[src/rtl/fll_pkg.sv]
// Shared types, codes and helper functions for the fixed-field line editor.
// Used by every module under rtl; depends on nothing else.
`timescale 1ns / 1ps

package fll_pkg;

    typedef logic [7:0] t_byte;

    // Item opcodes.
    typedef logic [1:0] t_opcode;
    localparam t_opcode OP_LOAD  = 2'd0;
    localparam t_opcode OP_BEGIN = 2'd1;
    localparam t_opcode OP_KEY   = 2'd2;

    // Result kinds.
    typedef logic [1:0] t_kind;
    localparam t_kind KIND_STATUS = 2'd0;
    localparam t_kind KIND_CHAR   = 2'd1;
    localparam t_kind KIND_REFUSE = 2'd2;

    // Key codes.
    localparam t_byte KEY_BKSP  = 8'h08;
    localparam t_byte KEY_LEFT  = 8'h0E;
    localparam t_byte KEY_RIGHT = 8'h12;
    localparam t_byte KEY_INS   = 8'hF1;
    localparam t_byte KEY_DEL   = 8'hF2;
    localparam t_byte KEY_HOME  = 8'hF3;
    localparam t_byte KEY_END   = 8'hF4;
    localparam t_byte KEY_CLR_A = 8'hFE;
    localparam t_byte KEY_CLR_B = 8'hFF;

    localparam t_byte CH_SPACE = 8'h20;
    localparam t_byte CH_TAB   = 8'h09;
    localparam t_byte CH_NONE  = 8'h00;

    // Configuration registers.
    localparam int CFG_IDX_W  = 2;
    localparam int CFG_DATA_W = 7;
    localparam logic [CFG_IDX_W-1:0] CFG_FIELD_WIDTH   = 2'd0;
    localparam logic [CFG_IDX_W-1:0] CFG_AUTO_EXIT     = 2'd1;
    localparam logic [CFG_IDX_W-1:0] CFG_RIGHT_JUSTIFY = 2'd2;
    localparam logic [CFG_DATA_W-1:0] FIELD_WIDTH_RESET = 7'd64;

    // Commands broadcast to the row of cells.
    typedef logic [1:0] t_cell_op;
    localparam t_cell_op CELL_HOLD = 2'd0;
    localparam t_cell_op CELL_FILL = 2'd1;
    localparam t_cell_op CELL_SHL  = 2'd2;
    localparam t_cell_op CELL_SHR  = 2'd3;

    typedef struct packed {
        t_cell_op op;
        t_byte    value;
    } t_cell_cmd;

    typedef struct packed {
        logic                  we;
        logic [CFG_IDX_W-1:0]  idx;
        logic [CFG_DATA_W-1:0] data;
    } t_cfg_wr;

    typedef struct packed {
        t_opcode    opcode;
        logic [5:0] char_index;
        t_byte      char_value;
        logic [6:0] start_cursor;
        t_byte      key_code;
    } t_item;

    typedef struct packed {
        t_kind      kind;
        logic [6:0] cursor;
        logic       insert_on;
        logic       was_modified;
        logic       is_empty;
        logic       auto_exited;
        t_byte      exit_key;
        logic [5:0] out_index;
        t_byte      out_char;
        logic       last;
    } t_result;

    function automatic logic is_printable(input t_byte c);
        is_printable = c inside {[8'h20:8'h7E]};
    endfunction

    function automatic logic is_blank(input t_byte c);
        is_blank = c inside {CH_SPACE, CH_TAB};
    endfunction

endpackage

[src/rtl/fll_cell.sv]
// One character cell of the field: holds a byte and takes a neighbor's byte on shifts.
// Depends on fll_pkg for the cell command type.
`timescale 1ns / 1ps

module fll_cell
    import fll_pkg::*;
#(
    parameter int CW  = 7,
    parameter int IDX = 0
) (
    input  logic          i_clk,
    input  t_cell_cmd     i_cmd,
    input  logic [CW-1:0] i_lo,
    input  logic [CW-1:0] i_hi,
    input  t_byte         i_left,
    input  t_byte         i_right,
    output t_byte         o_q
);

    localparam logic [CW-1:0] MY_POS = CW'(IDX);

    t_byte r_q;
    t_byte n_q;

    always_comb begin
        n_q = r_q;
        case (i_cmd.op)
            CELL_FILL: begin
                if (i_lo <= MY_POS && MY_POS <= i_hi) n_q = i_cmd.value;
            end
            CELL_SHL: begin
                // The top cell of the range empties; the rest take from above.
                if (MY_POS == i_hi) begin
                    n_q = CH_NONE;
                end else if (i_lo <= MY_POS && MY_POS < i_hi) begin
                    n_q = i_right;
                end
            end
            CELL_SHR: begin
                if (MY_POS == i_lo) begin
                    n_q = i_cmd.value;
                end else if (i_lo < MY_POS && MY_POS <= i_hi) begin
                    n_q = i_left;
                end
            end
            default: n_q = r_q;
        endcase
    end

    always_ff @(posedge i_clk) begin
        r_q <= n_q;
    end

    assign o_q = r_q;

endmodule

[src/rtl/fll_ctrl.sv]
// Sequencer of the line editor: decodes items, drives the cell row, scans the cells
// through one registered read port and holds the output register. Depends on fll_pkg.
`timescale 1ns / 1ps

module fll_ctrl
    import fll_pkg::*;
#(
    parameter int MAX_WIDTH = 64
) (
    input  logic                                 i_clk,
    input  logic                                 i_rst_n,
    input  t_cfg_wr                              i_cfg,
    input  logic                                 i_in_valid,
    output logic                                 o_in_ready,
    input  t_item                                i_item,
    output logic                                 o_out_valid,
    input  logic                                 i_out_ready,
    output t_result                              o_res,
    input  t_byte                                i_cells [MAX_WIDTH],
    output t_cell_cmd                            o_cmd,
    output logic [$clog2(MAX_WIDTH + 1) - 1:0]   o_lo,
    output logic [$clog2(MAX_WIDTH + 1) - 1:0]   o_hi
);

    localparam int CW = $clog2(MAX_WIDTH + 1);
    localparam int IW = (MAX_WIDTH > 1) ? $clog2(MAX_WIDTH) : 1;

    localparam logic [3:0] ST_IDLE      = 4'd0;
    localparam logic [3:0] ST_DISP      = 4'd1;
    localparam logic [3:0] ST_KEY       = 4'd2;
    localparam logic [3:0] ST_AX_ADDR   = 4'd3;
    localparam logic [3:0] ST_AX_CHK    = 4'd4;
    localparam logic [3:0] ST_RIGHT     = 4'd5;
    localparam logic [3:0] ST_TL        = 4'd6;
    localparam logic [3:0] ST_TR_ADDR   = 4'd7;
    localparam logic [3:0] ST_TR_CHK    = 4'd8;
    localparam logic [3:0] ST_BEGIN_FIN = 4'd9;
    localparam logic [3:0] ST_LEN_ADDR  = 4'd10;
    localparam logic [3:0] ST_LEN       = 4'd11;
    localparam logic [3:0] ST_SHIFT     = 4'd12;
    localparam logic [3:0] ST_EMIT      = 4'd13;
    localparam logic [3:0] ST_ONE       = 4'd14;

    localparam logic [CW-1:0] POS_ONE = CW'(1);
    localparam logic [CW-1:0] POS_MAX = CW'(MAX_WIDTH);

    logic [3:0]            r_state, n_state;
    t_item                 r_item, n_item;
    logic [CW-1:0]         r_cursor, n_cursor;
    logic                  r_ins, n_ins;
    logic                  r_mod, n_mod;
    logic                  r_empty, n_empty;
    logic [CFG_DATA_W-1:0] r_fw;
    logic                  r_autoexit;
    logic                  r_rj;
    logic [CW-1:0]         r_ptr, n_ptr;
    logic [CW-1:0]         r_cnt, n_cnt;
    logic                  r_seen, n_seen;
    logic                  r_exit, n_exit;
    t_byte                 r_xkey, n_xkey;
    logic                  r_xauto, n_xauto;
    t_kind                 r_kind, n_kind;
    t_byte                 r_rd;
    logic                  r_ovalid;
    t_result               r_out;

    logic [CW-1:0] w_width;
    logic [CW-1:0] w_last;
    logic [CW-1:0] w_rd_addr;
    logic          w_out_free;
    logic          w_emit;
    t_result       w_res;
    t_byte         w_char;

    // Field width in use: zero acts as one, anything above the array as its size.
    always_comb begin
        if (r_fw == '0) begin
            w_width = POS_ONE;
        end else if (r_fw > MAX_WIDTH) begin
            w_width = POS_MAX;
        end else begin
            w_width = CW'(r_fw);
        end
    end

    assign w_last     = w_width - POS_ONE;
    assign w_out_free = !r_ovalid || i_out_ready;
    assign w_char     = (r_seen || r_rd == CH_NONE) ? CH_SPACE : r_rd;

    always_comb begin
        n_state   = r_state;
        n_item    = r_item;
        n_cursor  = r_cursor;
        n_ins     = r_ins;
        n_mod     = r_mod;
        n_empty   = r_empty;
        n_ptr     = r_ptr;
        n_cnt     = r_cnt;
        n_seen    = r_seen;
        n_exit    = r_exit;
        n_xkey    = r_xkey;
        n_xauto   = r_xauto;
        n_kind    = r_kind;
        o_cmd     = '{op: CELL_HOLD, value: CH_NONE};
        o_lo      = '0;
        o_hi      = w_last;
        w_rd_addr = '0;
        w_emit    = 1'b0;
        w_res     = '0;

        case (r_state)
            ST_IDLE: begin
                if (i_in_valid) begin
                    n_item   = i_item;
                    n_cursor = (r_cursor > w_width) ? w_width : r_cursor;
                    n_state  = ST_DISP;
                end
            end

            ST_DISP: begin
                n_kind  = KIND_STATUS;
                n_state = ST_ONE;
                case (r_item.opcode)
                    OP_LOAD: begin
                        if (r_item.char_index < MAX_WIDTH) begin
                            o_cmd = '{op: CELL_FILL, value: r_item.char_value};
                            o_lo  = CW'(r_item.char_index);
                            o_hi  = CW'(r_item.char_index);
                        end
                        n_state = ST_IDLE;
                    end
                    OP_BEGIN: begin
                        n_mod    = 1'b0;
                        n_exit   = 1'b0;
                        n_cursor = (r_item.start_cursor > w_width) ? w_width
                                                                   : CW'(r_item.start_cursor);
                        n_state  = r_rj ? ST_TL : ST_TR_ADDR;
                    end
                    OP_KEY: begin
                        if (is_printable(r_item.key_code)) begin
                            n_mod     = 1'b1;
                            n_empty   = 1'b0;
                            w_rd_addr = w_last;
                            n_state   = ST_KEY;
                        end else begin
                            case (r_item.key_code)
                                KEY_BKSP: begin
                                    if (r_cursor != '0) begin
                                        if (r_ins) begin
                                            o_cmd = '{op: CELL_SHL, value: CH_NONE};
                                            o_lo  = r_cursor - POS_ONE;
                                        end
                                        n_cursor = r_cursor - POS_ONE;
                                    end
                                end
                                KEY_LEFT: begin
                                    if (r_cursor != '0) n_cursor = r_cursor - POS_ONE;
                                end
                                KEY_RIGHT: begin
                                    w_rd_addr = (r_cursor < w_width) ? r_cursor : '0;
                                    n_state   = ST_RIGHT;
                                end
                                KEY_INS: begin
                                    n_ins = !r_ins;
                                end
                                KEY_DEL: begin
                                    if (r_cursor < w_width) begin
                                        o_cmd = '{op: CELL_SHL, value: CH_NONE};
                                        o_lo  = r_cursor;
                                    end
                                end
                                KEY_HOME: begin
                                    n_cursor = '0;
                                end
                                KEY_END: begin
                                    n_ptr   = '0;
                                    n_exit  = 1'b0;
                                    n_state = ST_LEN;
                                end
                                KEY_CLR_A, KEY_CLR_B: begin
                                    o_cmd    = '{op: CELL_FILL, value: CH_NONE};
                                    n_cursor = '0;
                                    n_empty  = 1'b1;
                                end
                                default: begin
                                    n_xkey  = r_item.key_code;
                                    n_xauto = 1'b0;
                                    n_exit  = 1'b1;
                                    n_ptr   = '0;
                                    n_seen  = 1'b0;
                                    n_state = r_rj ? ST_TR_ADDR : ST_EMIT;
                                end
                            endcase
                        end
                    end
                    default: n_state = ST_IDLE;
                endcase
            end

            ST_KEY: begin
                if (r_ins && is_printable(r_rd)) begin
                    n_kind  = KIND_REFUSE;
                    n_state = ST_ONE;
                end else begin
                    if (r_cursor < w_width) begin
                        // Insert opens a gap at the cursor; the shift stops at the last cell of the field.
                        o_cmd    = '{op: r_ins ? CELL_SHR : CELL_FILL, value: r_item.key_code};
                        o_lo     = r_cursor;
                        o_hi     = r_ins ? w_last : r_cursor;
                        n_cursor = r_cursor + POS_ONE;
                    end
                    n_state = r_autoexit ? ST_AX_ADDR : ST_ONE;
                end
            end

            ST_AX_ADDR: begin
                w_rd_addr = w_last;
                n_state   = ST_AX_CHK;
            end

            ST_AX_CHK: begin
                if (r_rd != CH_NONE && r_cursor >= w_last) begin
                    n_xkey  = KEY_RIGHT;
                    n_xauto = 1'b1;
                    n_exit  = 1'b1;
                    n_ptr   = '0;
                    n_seen  = 1'b0;
                    n_state = r_rj ? ST_TR_ADDR : ST_EMIT;
                end else begin
                    n_state = ST_ONE;
                end
            end

            ST_RIGHT: begin
                if (r_cursor < w_width && is_printable(r_rd)) n_cursor = r_cursor + POS_ONE;
                n_state = ST_ONE;
            end

            ST_TL: begin
                if (is_blank(i_cells[0])) begin
                    o_cmd = '{op: CELL_SHL, value: CH_NONE};
                end else begin
                    n_state = ST_TR_ADDR;
                end
            end

            ST_TR_ADDR: begin
                w_rd_addr = w_last;
                n_ptr     = w_last;
                n_state   = ST_TR_CHK;
            end

            ST_TR_CHK: begin
                if (r_rd == CH_SPACE) begin
                    o_cmd = '{op: CELL_FILL, value: CH_NONE};
                    o_lo  = r_ptr;
                    o_hi  = r_ptr;
                    if (r_ptr == '0) begin
                        n_state = r_exit ? ST_LEN_ADDR : ST_BEGIN_FIN;
                    end else begin
                        n_ptr     = r_ptr - POS_ONE;
                        w_rd_addr = r_ptr - POS_ONE;
                    end
                end else begin
                    n_state = r_exit ? ST_LEN_ADDR : ST_BEGIN_FIN;
                end
            end

            ST_BEGIN_FIN: begin
                n_empty = (i_cells[0] == CH_NONE);
                n_kind  = KIND_STATUS;
                n_state = ST_ONE;
            end

            ST_LEN_ADDR: begin
                n_ptr   = '0;
                n_state = ST_LEN;
            end

            ST_LEN: begin
                if (r_ptr == w_width || r_rd == CH_NONE) begin
                    if (r_exit) begin
                        n_cnt   = w_width - r_ptr;
                        n_state = ST_SHIFT;
                    end else begin
                        n_cursor = r_ptr;
                        n_kind   = KIND_STATUS;
                        n_state  = ST_ONE;
                    end
                end else begin
                    n_ptr     = r_ptr + POS_ONE;
                    w_rd_addr = r_ptr + POS_ONE;
                end
            end

            ST_SHIFT: begin
                // Moves the text to the right end, one cell per cycle, spaces entering at 0.
                if (r_cnt == '0) begin
                    n_ptr   = '0;
                    n_seen  = 1'b0;
                    n_state = ST_EMIT;
                end else begin
                    o_cmd = '{op: CELL_SHR, value: CH_SPACE};
                    n_cnt = r_cnt - POS_ONE;
                end
            end

            ST_EMIT: begin
                // Pads after the first empty cell while the cells go out.
                if (w_out_free) begin
                    w_emit             = 1'b1;
                    w_res.kind         = KIND_CHAR;
                    w_res.cursor       = 7'(r_cursor);
                    w_res.insert_on    = r_ins;
                    w_res.was_modified = r_mod;
                    w_res.is_empty     = r_empty;
                    w_res.auto_exited  = r_xauto;
                    w_res.exit_key     = r_xkey;
                    w_res.out_index    = 6'(r_ptr);
                    w_res.out_char     = w_char;
                    w_res.last         = (r_ptr == w_last);
                    o_cmd              = '{op: CELL_FILL, value: w_char};
                    o_lo               = r_ptr;
                    o_hi               = r_ptr;
                    n_seen             = r_seen || (r_rd == CH_NONE);
                    if (r_ptr == w_last) begin
                        n_state = ST_IDLE;
                    end else begin
                        n_ptr     = r_ptr + POS_ONE;
                        w_rd_addr = r_ptr + POS_ONE;
                    end
                end else begin
                    w_rd_addr = r_ptr;
                end
            end

            ST_ONE: begin
                if (w_out_free) begin
                    w_emit             = 1'b1;
                    w_res.kind         = r_kind;
                    w_res.cursor       = 7'(r_cursor);
                    w_res.insert_on    = r_ins;
                    w_res.was_modified = r_mod;
                    w_res.is_empty     = r_empty;
                    w_res.last         = 1'b1;
                    n_state            = ST_IDLE;
                end
            end

            default: n_state = ST_IDLE;
        endcase
    end

    always_ff @(posedge i_clk) begin
        if (!i_rst_n) begin
            r_state    <= ST_IDLE;
            r_cursor   <= '0;
            r_ins      <= 1'b0;
            r_mod      <= 1'b0;
            r_empty    <= 1'b0;
            r_fw       <= FIELD_WIDTH_RESET;
            r_autoexit <= 1'b0;
            r_rj       <= 1'b0;
            r_ovalid   <= 1'b0;
        end else begin
            r_state  <= n_state;
            r_cursor <= n_cursor;
            r_ins    <= n_ins;
            r_mod    <= n_mod;
            r_empty  <= n_empty;
            r_ovalid <= w_emit || (r_ovalid && !i_out_ready);
            if (i_cfg.we) begin
                case (i_cfg.idx)
                    CFG_FIELD_WIDTH:   r_fw       <= i_cfg.data;
                    CFG_AUTO_EXIT:     r_autoexit <= i_cfg.data[0];
                    CFG_RIGHT_JUSTIFY: r_rj       <= i_cfg.data[0];
                    default: ;
                endcase
            end
        end
    end

    always_ff @(posedge i_clk) begin
        r_item  <= n_item;
        r_ptr   <= n_ptr;
        r_cnt   <= n_cnt;
        r_seen  <= n_seen;
        r_exit  <= n_exit;
        r_xkey  <= n_xkey;
        r_xauto <= n_xauto;
        r_kind  <= n_kind;
        if (w_emit) r_out <= w_res;
        // Single read port into the cell row; data is seen in the next cycle.
        if (w_rd_addr < POS_MAX) begin
            r_rd <= i_cells[w_rd_addr[IW-1:0]];
        end else begin
            r_rd <= CH_NONE;
        end
    end

    assign o_in_ready  = (r_state == ST_IDLE);
    assign o_out_valid = r_ovalid;
    assign o_res       = r_out;

endmodule

[src/rtl/fixed_field_line_editor.sv]
// Top level of the fixed-field line editor: stream ports, the row of character cells
// and the sequencer. Depends on fll_pkg, fll_cell and fll_ctrl.
//
//   Port group    Dir  Carries
//   s_axis        in   one item: tuser = opcode, tdata = edit fields
//   m_axis        out  one result: tuser = kind, tdata = status and character, tlast
//   cfg           in   register writes: field width, exit on full, right justify
//
// One item at a time. A load writes one cell and gives no result; a key that only moves
// or edits gives one status or refusal result; begin trims the field and END scans it,
// one cell a cycle over the row of W cells. An exit emits W items, one a cycle while
// the output is not stalled, after trim, scan and shift steps when right justified.
// A stalled output freezes emission. Reset clears cursor, modes and flags;
// the cells keep their contents and hold nothing defined until loaded.
`timescale 1ns / 1ps

module fixed_field_line_editor
    import fll_pkg::*;
#(
    parameter int MAX_WIDTH = 64
) (
    input  logic                  i_clk,
    input  logic                  i_rst_n,
    input  logic                  i_s_axis_tvalid,
    output logic                  o_s_axis_tready,
    // [5:0] char_index, [13:6] char_value, [20:14] start_cursor, [28:21] key_code
    input  logic [31:0]           i_s_axis_tdata,
    // [1:0] opcode
    input  logic [1:0]            i_s_axis_tuser,
    output logic                  o_m_axis_tvalid,
    input  logic                  i_m_axis_tready,
    // [6:0] cursor, [7] insert_on, [8] was_modified, [9] is_empty, [10] auto_exited,
    // [18:11] exit_key, [24:19] out_index, [32:25] out_char
    output logic [39:0]           o_m_axis_tdata,
    // [1:0] kind
    output logic [1:0]            o_m_axis_tuser,
    output logic                  o_m_axis_tlast,
    input  logic                  i_cfg_we,
    input  logic [CFG_IDX_W-1:0]  i_cfg_idx,
    input  logic [CFG_DATA_W-1:0] i_cfg_wdata
);

    localparam int CW = $clog2(MAX_WIDTH + 1);

    t_byte     w_cells [MAX_WIDTH];
    t_cell_cmd w_cmd;
    logic [CW-1:0] w_lo;
    logic [CW-1:0] w_hi;
    t_item     w_item;
    t_result   w_res;
    t_cfg_wr   w_cfg;
    logic      w_out_valid;

    assign w_item.opcode       = i_s_axis_tuser;
    assign w_item.char_index   = i_s_axis_tdata[5:0];
    assign w_item.char_value   = i_s_axis_tdata[13:6];
    assign w_item.start_cursor = i_s_axis_tdata[20:14];
    assign w_item.key_code     = i_s_axis_tdata[28:21];

    assign w_cfg.we   = i_cfg_we;
    assign w_cfg.idx  = i_cfg_idx;
    assign w_cfg.data = i_cfg_wdata;

    for (genvar g = 0; g < MAX_WIDTH; g++) begin : g_cell
        t_byte w_left;
        t_byte w_right;
        if (g == 0) begin : g_first
            assign w_left = CH_NONE;
        end else begin : g_inner_l
            assign w_left = w_cells[g-1];
        end
        if (g == MAX_WIDTH - 1) begin : g_top
            assign w_right = CH_NONE;
        end else begin : g_inner_r
            assign w_right = w_cells[g+1];
        end
        fll_cell #(
            .CW  (CW),
            .IDX (g)
        ) u_cell (
            .i_clk   (i_clk),
            .i_cmd   (w_cmd),
            .i_lo    (w_lo),
            .i_hi    (w_hi),
            .i_left  (w_left),
            .i_right (w_right),
            .o_q     (w_cells[g])
        );
    end

    fll_ctrl #(
        .MAX_WIDTH (MAX_WIDTH)
    ) u_ctrl (
        .i_clk       (i_clk),
        .i_rst_n     (i_rst_n),
        .i_cfg       (w_cfg),
        .i_in_valid  (i_s_axis_tvalid),
        .o_in_ready  (o_s_axis_tready),
        .i_item      (w_item),
        .o_out_valid (w_out_valid),
        .i_out_ready (i_m_axis_tready),
        .o_res       (w_res),
        .i_cells     (w_cells),
        .o_cmd       (w_cmd),
        .o_lo        (w_lo),
        .o_hi        (w_hi)
    );

    assign o_m_axis_tvalid = w_out_valid;
    assign o_m_axis_tuser  = w_res.kind;
    assign o_m_axis_tlast  = w_res.last;
    assign o_m_axis_tdata  = {7'b0, w_res.out_char, w_res.out_index, w_res.exit_key,
                              w_res.auto_exited, w_res.is_empty, w_res.was_modified,
                              w_res.insert_on, w_res.cursor};

`ifndef ASSERT_OFF
    // Status and refused results are single items of their run.
    a_single_last: assert property (@(posedge i_clk) disable iff (!i_rst_n)
        (w_out_valid && w_res.kind != KIND_CHAR) |-> w_res.last)
        else $error("single result without last");

    // Only exit characters carry index, character or exit information.
    a_status_clean: assert property (@(posedge i_clk) disable iff (!i_rst_n)
        (w_out_valid && w_res.kind != KIND_CHAR) |->
        (w_res.out_char == CH_NONE && w_res.out_index == '0 &&
         w_res.exit_key == CH_NONE && !w_res.auto_exited))
        else $error("status result carries character data");

    // A refused key has already marked the field modified and non-empty.
    a_refuse_flags: assert property (@(posedge i_clk) disable iff (!i_rst_n)
        (w_out_valid && w_res.kind == KIND_REFUSE) |-> (w_res.was_modified && !w_res.is_empty))
        else $error("refused key with stale flags");

    // The block works on one item at a time.
    a_one_item: assert property (@(posedge i_clk) disable iff (!i_rst_n)
        (i_s_axis_tvalid && o_s_axis_tready) |=> !o_s_axis_tready)
        else $error("second item taken while one is at work");
`endif

endmodule

[config.mk]
export PLATFORM = sky130hd
export DESIGN_NAME = fixed_field_line_editor
export DESIGN_NICKNAME = d
export VERILOG_FILES = /design/src/rtl/fll_pkg.sv /design/src/rtl/fll_cell.sv /design/src/rtl/fll_ctrl.sv /design/src/rtl/fixed_field_line_editor.sv
export SDC_FILE = /design/constraint.sdc
export NUM_CORES = 2
export LEC_CHECK = 0
export ABC_AREA = 1
export ABC_CLOCK_PERIOD_IN_PS = 14600
export BUFFER_PORTS_ARGS = -buffer_cell sky130_fd_sc_hd__clkbuf_2
export CORE_ASPECT_RATIO = 0.7
export CORE_UTILIZATION = 25
export DETAILED_ROUTE_END_ITERATION = 8
export MAX_ROUTING_LAYER = met4
export PLACE_DENSITY = 0.5
export SLEW_MARGIN = 20
export SYNTH_ARGS = -nofsm -noshare
export SYNTH_HDL_FRONTEND = slang
export SYNTH_HIERARCHICAL = 1
export SYNTH_SLANG_ARGS = --single-unit
[constraint.sdc]
create_clock -name i_clk -period 14.6 [get_ports i_clk]
set_input_delay 0 -clock i_clk [delete_from_list [all_inputs] [get_ports i_clk]]
set_output_delay 0 -clock i_clk [all_outputs]
set_load 0.03 [all_outputs]
Yosys cells after proc, flatten, opt, wreduce, memory -nomap -nowiden
Index checks and enable logic that the tools add are counted.
{ "word_totals": {"inputBits": 48, "word_cells": 1586, "output_inout_bits": 45, "reg_bits": 638} }
{ "op_classes": {"addsub": 7, "n_reduce_logical": 317, "n_mux": 512, "n_eq_ne": 385, "n_lt_le_gt_ge": 267, "bitwise": 2} }
{ "ops": {"columns": ["op", "count"], "rows": [
  ["2-to-1 mux 8 bit", 327],
  ["case mux 8 bit (3 select lines)", 64],
  ["equality test 6 x 7 -> 1 bit (first input constant)", 64],
  ["!= test 3 x 1 -> 1 bit (second input constant)", 128],
  ["2-to-1 mux 7 bit", 46],
  ["AND reduction 4 bit", 67],
  ["equality test 5 x 7 -> 1 bit (first input constant)", 32],
  ["<= comparator 6 x 7 -> 1 bit (first input constant)", 32],
  ["<= comparator 7 x 6 -> 1 bit (second input constant)", 32],
  ["less-than comparator 6 x 7 -> 1 bit (first input constant)", 32],
  ["less-than comparator 7 x 6 -> 1 bit (second input constant)", 32],
  ["logical AND 1 bit", 198],
  ["!= test 2 x 1 -> 1 bit (second input constant)", 78],
  ["equality test 4 x 7 -> 1 bit (first input constant)", 16],
  ["<= comparator 5 x 7 -> 1 bit (first input constant)", 16],
  ["<= comparator 7 x 5 -> 1 bit (second input constant)", 16],
  ["less-than comparator 5 x 7 -> 1 bit (first input constant)", 16],
  ["less-than comparator 7 x 5 -> 1 bit (second input constant)", 16],
  ["2-to-1 mux 10 bit", 8],
  ["case mux 7 bit (2 select lines)", 5],
  ["case mux 7 bit (5 select lines)", 2],
  ["case mux 10 bit (6 select lines)", 1],
  ["equality test 3 x 7 -> 1 bit (first input constant)", 8],
  ["<= comparator 4 x 7 -> 1 bit (first input constant)", 8],
  ["89 further kinds", 246]
]} }

Depth between registers and ports, before layout
{ "depth": {"depth_word": 14, "depth_mapped": 27, "depth_no_buf": 26} }

Least setup slack after synthesis
Ideal clock, no wire load.
{ "synth_timing": {"path_kind": "flip-flop to flip-flop", "start": "register u_ctrl.r_fw[2]", "end": "register g_cell[19].u_cell.r_q[0] (enable)", "period_less_slack_ps": 13420, "required_ps": 14271, "stages_incl_launch_ff": 23, "t_arrival_ps": 13092, "n_path_buf": 1, "setup_time_ps": 329, "slack_ps": 1180, "path_cell_list": "dfxtp_1 -> nor2_1 -> nand3_2 -> nand2_4 -> inv_2 -> nor2_1 -> inv_1 -> ha_1 -> nand2_1 -> o21ai_0 -> nand2_1 -> nand2_1 -> nor2_1 -> inv_1 -> clkbuf_1 -> nand4_1 -> ha_1 -> inv_2 -> o21bai_1 -> nand2_1 -> nand2_1 -> nand2_1 -> nand2_1"} }
{ "synth_rtl": {"columns": ["element", "line", "rtl"], "rows": [
  ["start: declaration", "fll_ctrl.sv:53", "logic [CFG_DATA_W-1:0] r_fw;"],
  ["start signal: assignment", "fll_ctrl.sv:374", "CFG_FIELD_WIDTH: r_fw <= i_cfg.data;"],
  ["end signal: assignment", "fll_cell.sv:51", "r_q <= n_q;"],
  ["end: declaration", "fll_cell.sv:22", "t_byte r_q;"]
]} }

==> results.yml <==
critical_path:
  crit_chain: "nor2_1, nand3_2, nand2_4, inv_2, nor2_1, inv_1, ha_1, nand2_1, o21ai_0, nand2_1, nand2_1, nor2_1, clkinv_1, nand4_1, buf_12, buf_4, buf_4, nor2_2, nand2_1, nand2_1, a21oi_1"
  max_stage_delay_ns: 0.99
  critPathArrivalTime_ns: 7.86
  worstPathMaxFanout: 103
  worst_setup_path_end_kind: "flop"
  regToRegEndpoint: "g_cell[59].u_cell/o_q[1]"
  critPathSlowestCell: "clkinv_1"
  worstRegToRegCells: 21
  critPathLaunch: "u_ctrl/r_fw[3]"
  worst_ep_required_time_ns: 14.92
  r2r_start: "u_ctrl/r_fw[3]"
  startpoint_type: "flop"
  timing.reg2reg.setup_slack_ns: 7.06
  cp_common_cell: "nand2_1"
  worst-setup-path-type: "flop to flop"
  cp-endpoint: "g_cell[59].u_cell/o_q[1]"
synth:
  fraction_of_the_yosys_area_taken_by_sequential_cells_pct: 32.29
  dominantRegCellSynth: "edfxtp_1"
  cells_after_synthesis: 8735
  ys.warnings.count: 6
  synthDominantCellAreaShare_pct: 31.19
  synth_area_leader_cell: "edfxtp_1"
  asyncSetResetFlopFracSynth_pct: 0
  ys_top_cells_by_count: "nand2_1 (2,572), nand3_1 (1,585), inv_1 (1,227), edfxtp_1 (605), nor2_1 (589)"
  yosys_register_bits: 637
  synth_area_per_cell_um2: 6.669
  synth_area_um2: 58250
  cell_variety_after_synth: 83
  synth.most_common_cell: "nand2_1"
  ranking_of_synthesized_cells_by_area: "edfxtp_1 (31%), nand2_1 (17%), nand3_1 (14%)"
  edff_count_synth: 605
placement:
  global_placement_routability_congestion: 0.9364
  placed_cells: 11770
  pre_cts_slack_ns: 7.774
  buffer_ports.inserted: 82
  place_hpwl_mm: 154.4
sta:
  clock.fmax_mhz: 132.6
  setup_repair_after_global_routing_missed_its_margin: "false"
  endpoints_failing_hold: 0
  setup_skew_ns: 0.03307
  period_share_pct: 51.67
  worst-slew-pin-transition_ns: 1.161
  timing.max_slew.rel_slack_pct: 22.61
  period_minus_slack_ns: 7.544
  setup_slack_ns: 7.056
  slew_viol_final: 0
  tns_ns: 0
  setup_viol: 0
route:
  ant_nets: 0
  detail_route.iter0.violations: 6949
  detailedRoute.firstPassIterationCount: 6
  detail_route.wirelength_mm: 234.5
  routed_wire_length_per_instance_um: 19.55
  detail_route.drc_violations: 0
  total_via_count_after_detailed_routing: 60930
  viasPerCell: 5.079
die:
  initial_standard_cell_utilization_of_the_core_pct: 25.28
  io_pins: 93
  placeableCoreArea_um2: 230500
  die_width_um: 579.0
  fp-row-count: 147
  dieArea_um2: 235000
  dieHeight_um: 405.9
clocking:
  cts-root-to-sink-buffers: 3
  clock_latency_ns: 0.70
  clk_transition_reported_paths_ns: 0.06
  cts_num_sinks: 637
  clk_root_buffer_cell: "clkbuf_16"
  clock_tree.htree_level_count: 3
  tritoncts: "done"
  post-cts-setup-buffers: 0
  cts-buffers-inserted: 78
finish:
  finalNonFillerCells: 12000
  finalCoreUtilization_pct: 28.58
  layout.nets: 8968
  layout-area-overhead-vs-synth_pct: 13.07
  final.fill_count: 25160
  post_route_cells_drive_above_1_share_pct: 12.28
power_and_ir_drop:
  vdd_drop_max_mv: 0.2209
  power_density_nw_per_um2: 185.9
  p_leak_nw: 29.06
  switching_share_pct: 51.18
  switching_power_mw: 6.267
  seqPwrFrac_pct: 31.1
  internal_power_mw: 5.979
  fin_total_pwr_mw: 12.25
  clock_power_share_pct: 16.9
  comb_power_share_pct: 52.0
global_route:
  grt-ovfl-total: 0
  number_of_antenna_violations_at_the_first_check_in_global_routing: 5
  grt_pass1_vias: 55990
  grt_pass1_wl_mm: 352.8
  grt_start_max_net_pins: 133
  gr-usage-all-layers_pct: 19.97
run_status:
  status: "complete, no violations"
min_path:
  hold_path.class: "input pin to flop"
job:
  drv.max_cap_violation_count: 0
[placed cells by master, fill, tap and decap left out, types with 34 or more instances in the layout]
cell type      netlist  routed
nor2_1             589     587
inv_2              156     155
nor2_4              90      92
buf_4               17      68
nor2_8              47      47
inv_1             1227    1225
nand2_4             50      52
clkbuf_2             0      82
o211ai_1            34      34
dlygate4sd3_1        0      81
a31oi_1             94      94
o21ai_0            166     152
a21oi_1            240     240
nor2_2              74      74
edfxtp_1           605     605
o21ai_2             63      63
nand3b_1           208     208
nor3_1              36      36
nand3_2             62      62
clkbuf_16            0      84
o21ai_1            122     122
nand4_1             35      35
nand2_2            153     152
nand2_1           2572    2570
ha_1                40      40
nand3_1           1585    1585
[critical path: cells and delay by family (launching register included)]
| family | cells | cell delay, ns |
|---|---|---|
| compound gates | 2 | 0.71 |
| buf+inv | 6 | 3.12 |
| flops | 1 | 0.37 |
| fa+ha+maj | 1 | 0.34 |
| simple gates | 12 | 2.42 |
[logic make-up after synthesis]
logic type	after synthesis	synth area share, %
AO/OA/AOI/OAI	863	9.047
multiplexers	1	0.01718
flip-flops	637	32.29
XOR/XNOR	16	0.2406
other	1	0.006437
buffers and inverters	1603	11.10
adder cells (fa/ha/maj)	41	0.8935
AND/OR/NAND/NOR	5573	46.41
[power by group through the flow]
stage / clock (mW) / sequential [mW] / combinational (mW)
final: 2.07 / 3.80 / 6.37
after global routing: 2.17 / 3.86 / 7.00
after CTS: 2.12 / 3.78 / 6.23
after detailed placement: 0 / 3.81 / 6.19
after global placement: 0 / 3.82 / 6.12
after floorplan: 0 / 3.37 / 5.10
[metrics by stage]
step / cell area (µm²) / hold slack (ns)
5_1_grt: 65860 / 0.01376
6_report: 65870 / 0.04543
2_1_floorplan: 58310 / 0.09887
3_3_place_gp: 62440 / 0.1784
4_1_cts: 65830 / 0.0002773
3_5_place_dp: 62440 / 0.1800
[state kept, by name (all words and copies together) (netlist names)]
signal,cells
u_ctrl/r_exit,1
u_ctrl/r_rd,8
u_ctrl/r_kind,1
u_ctrl/r_ins,1
u_ctrl/r_xkey,8
u_ctrl/o_res,36
u_ctrl/o_out_valid,1
u_ctrl/r_item,31
u_ctrl/r_rj,1
u_ctrl/r_autoexit,1
u_ctrl/r_cnt,7
u_ctrl/r_empty,1
u_ctrl/r_cursor,7
g_cell.u_cell/o_q,512
u_ctrl/r_ptr,7
u_ctrl/r_seen,1
u_ctrl/r_mod,1
u_ctrl/r_xauto,1
u_ctrl/r_state,4
u_ctrl/r_fw,7
[worst min path at each step]
stage	start	end	depth (start not counted)
detailed placement	i_s_axis_tdata[16]	u_ctrl/r_item[10]	1
global placement	i_s_axis_tdata[20]	u_ctrl/r_item[14]	1
global route	i_s_axis_tuser[1]	u_ctrl/r_item[30]	2
floorplan	i_s_axis_tdata[21]	u_ctrl/r_item[0]	0
CTS	i_s_axis_tuser[1]	u_ctrl/r_item[30]	2
finish	i_s_axis_tdata[3]	u_ctrl/r_item[26]	2
[layer usage]
| metal | global-route usage [%] | wire length [µm] |
|---|---|---|
| met1 | 30.29 | 114400 |
| met2 | 26.73 | 91840 |
| met3 | 3.861 | 24030 |
| met4 | 4.143 | 4233 |
| met5 | - | 0 |
[repair_timing]
item / CTS / global route
gates resized for setup: 0 / 0
setup endpoints to repair: 0 / 0
hold buffers: 81 / 0
endpoints found under the hold margin: 73 / 0
[layout make-up]
| type | count | area [µm²] | area share [%] |
|---|---|---|---|
| sequential | 637 | 18810 | 28.55 |
| tap | 3054 | 3821 | 5.801 |
| timing repair buffer | 243 | 1979 | 3.005 |
| clock inverter | 45 | 430.4 | 0.6535 |
| inverter | 1410 | 5335 | 8.100 |
| clock buffer | 97 | 2151 | 3.265 |
| antenna | 2 | 5.005 | 0.007598 |
| multi-input combinational | 6509 | 33340 | 50.61 |
Note: power is estimated with default switching activity, not from simulation.
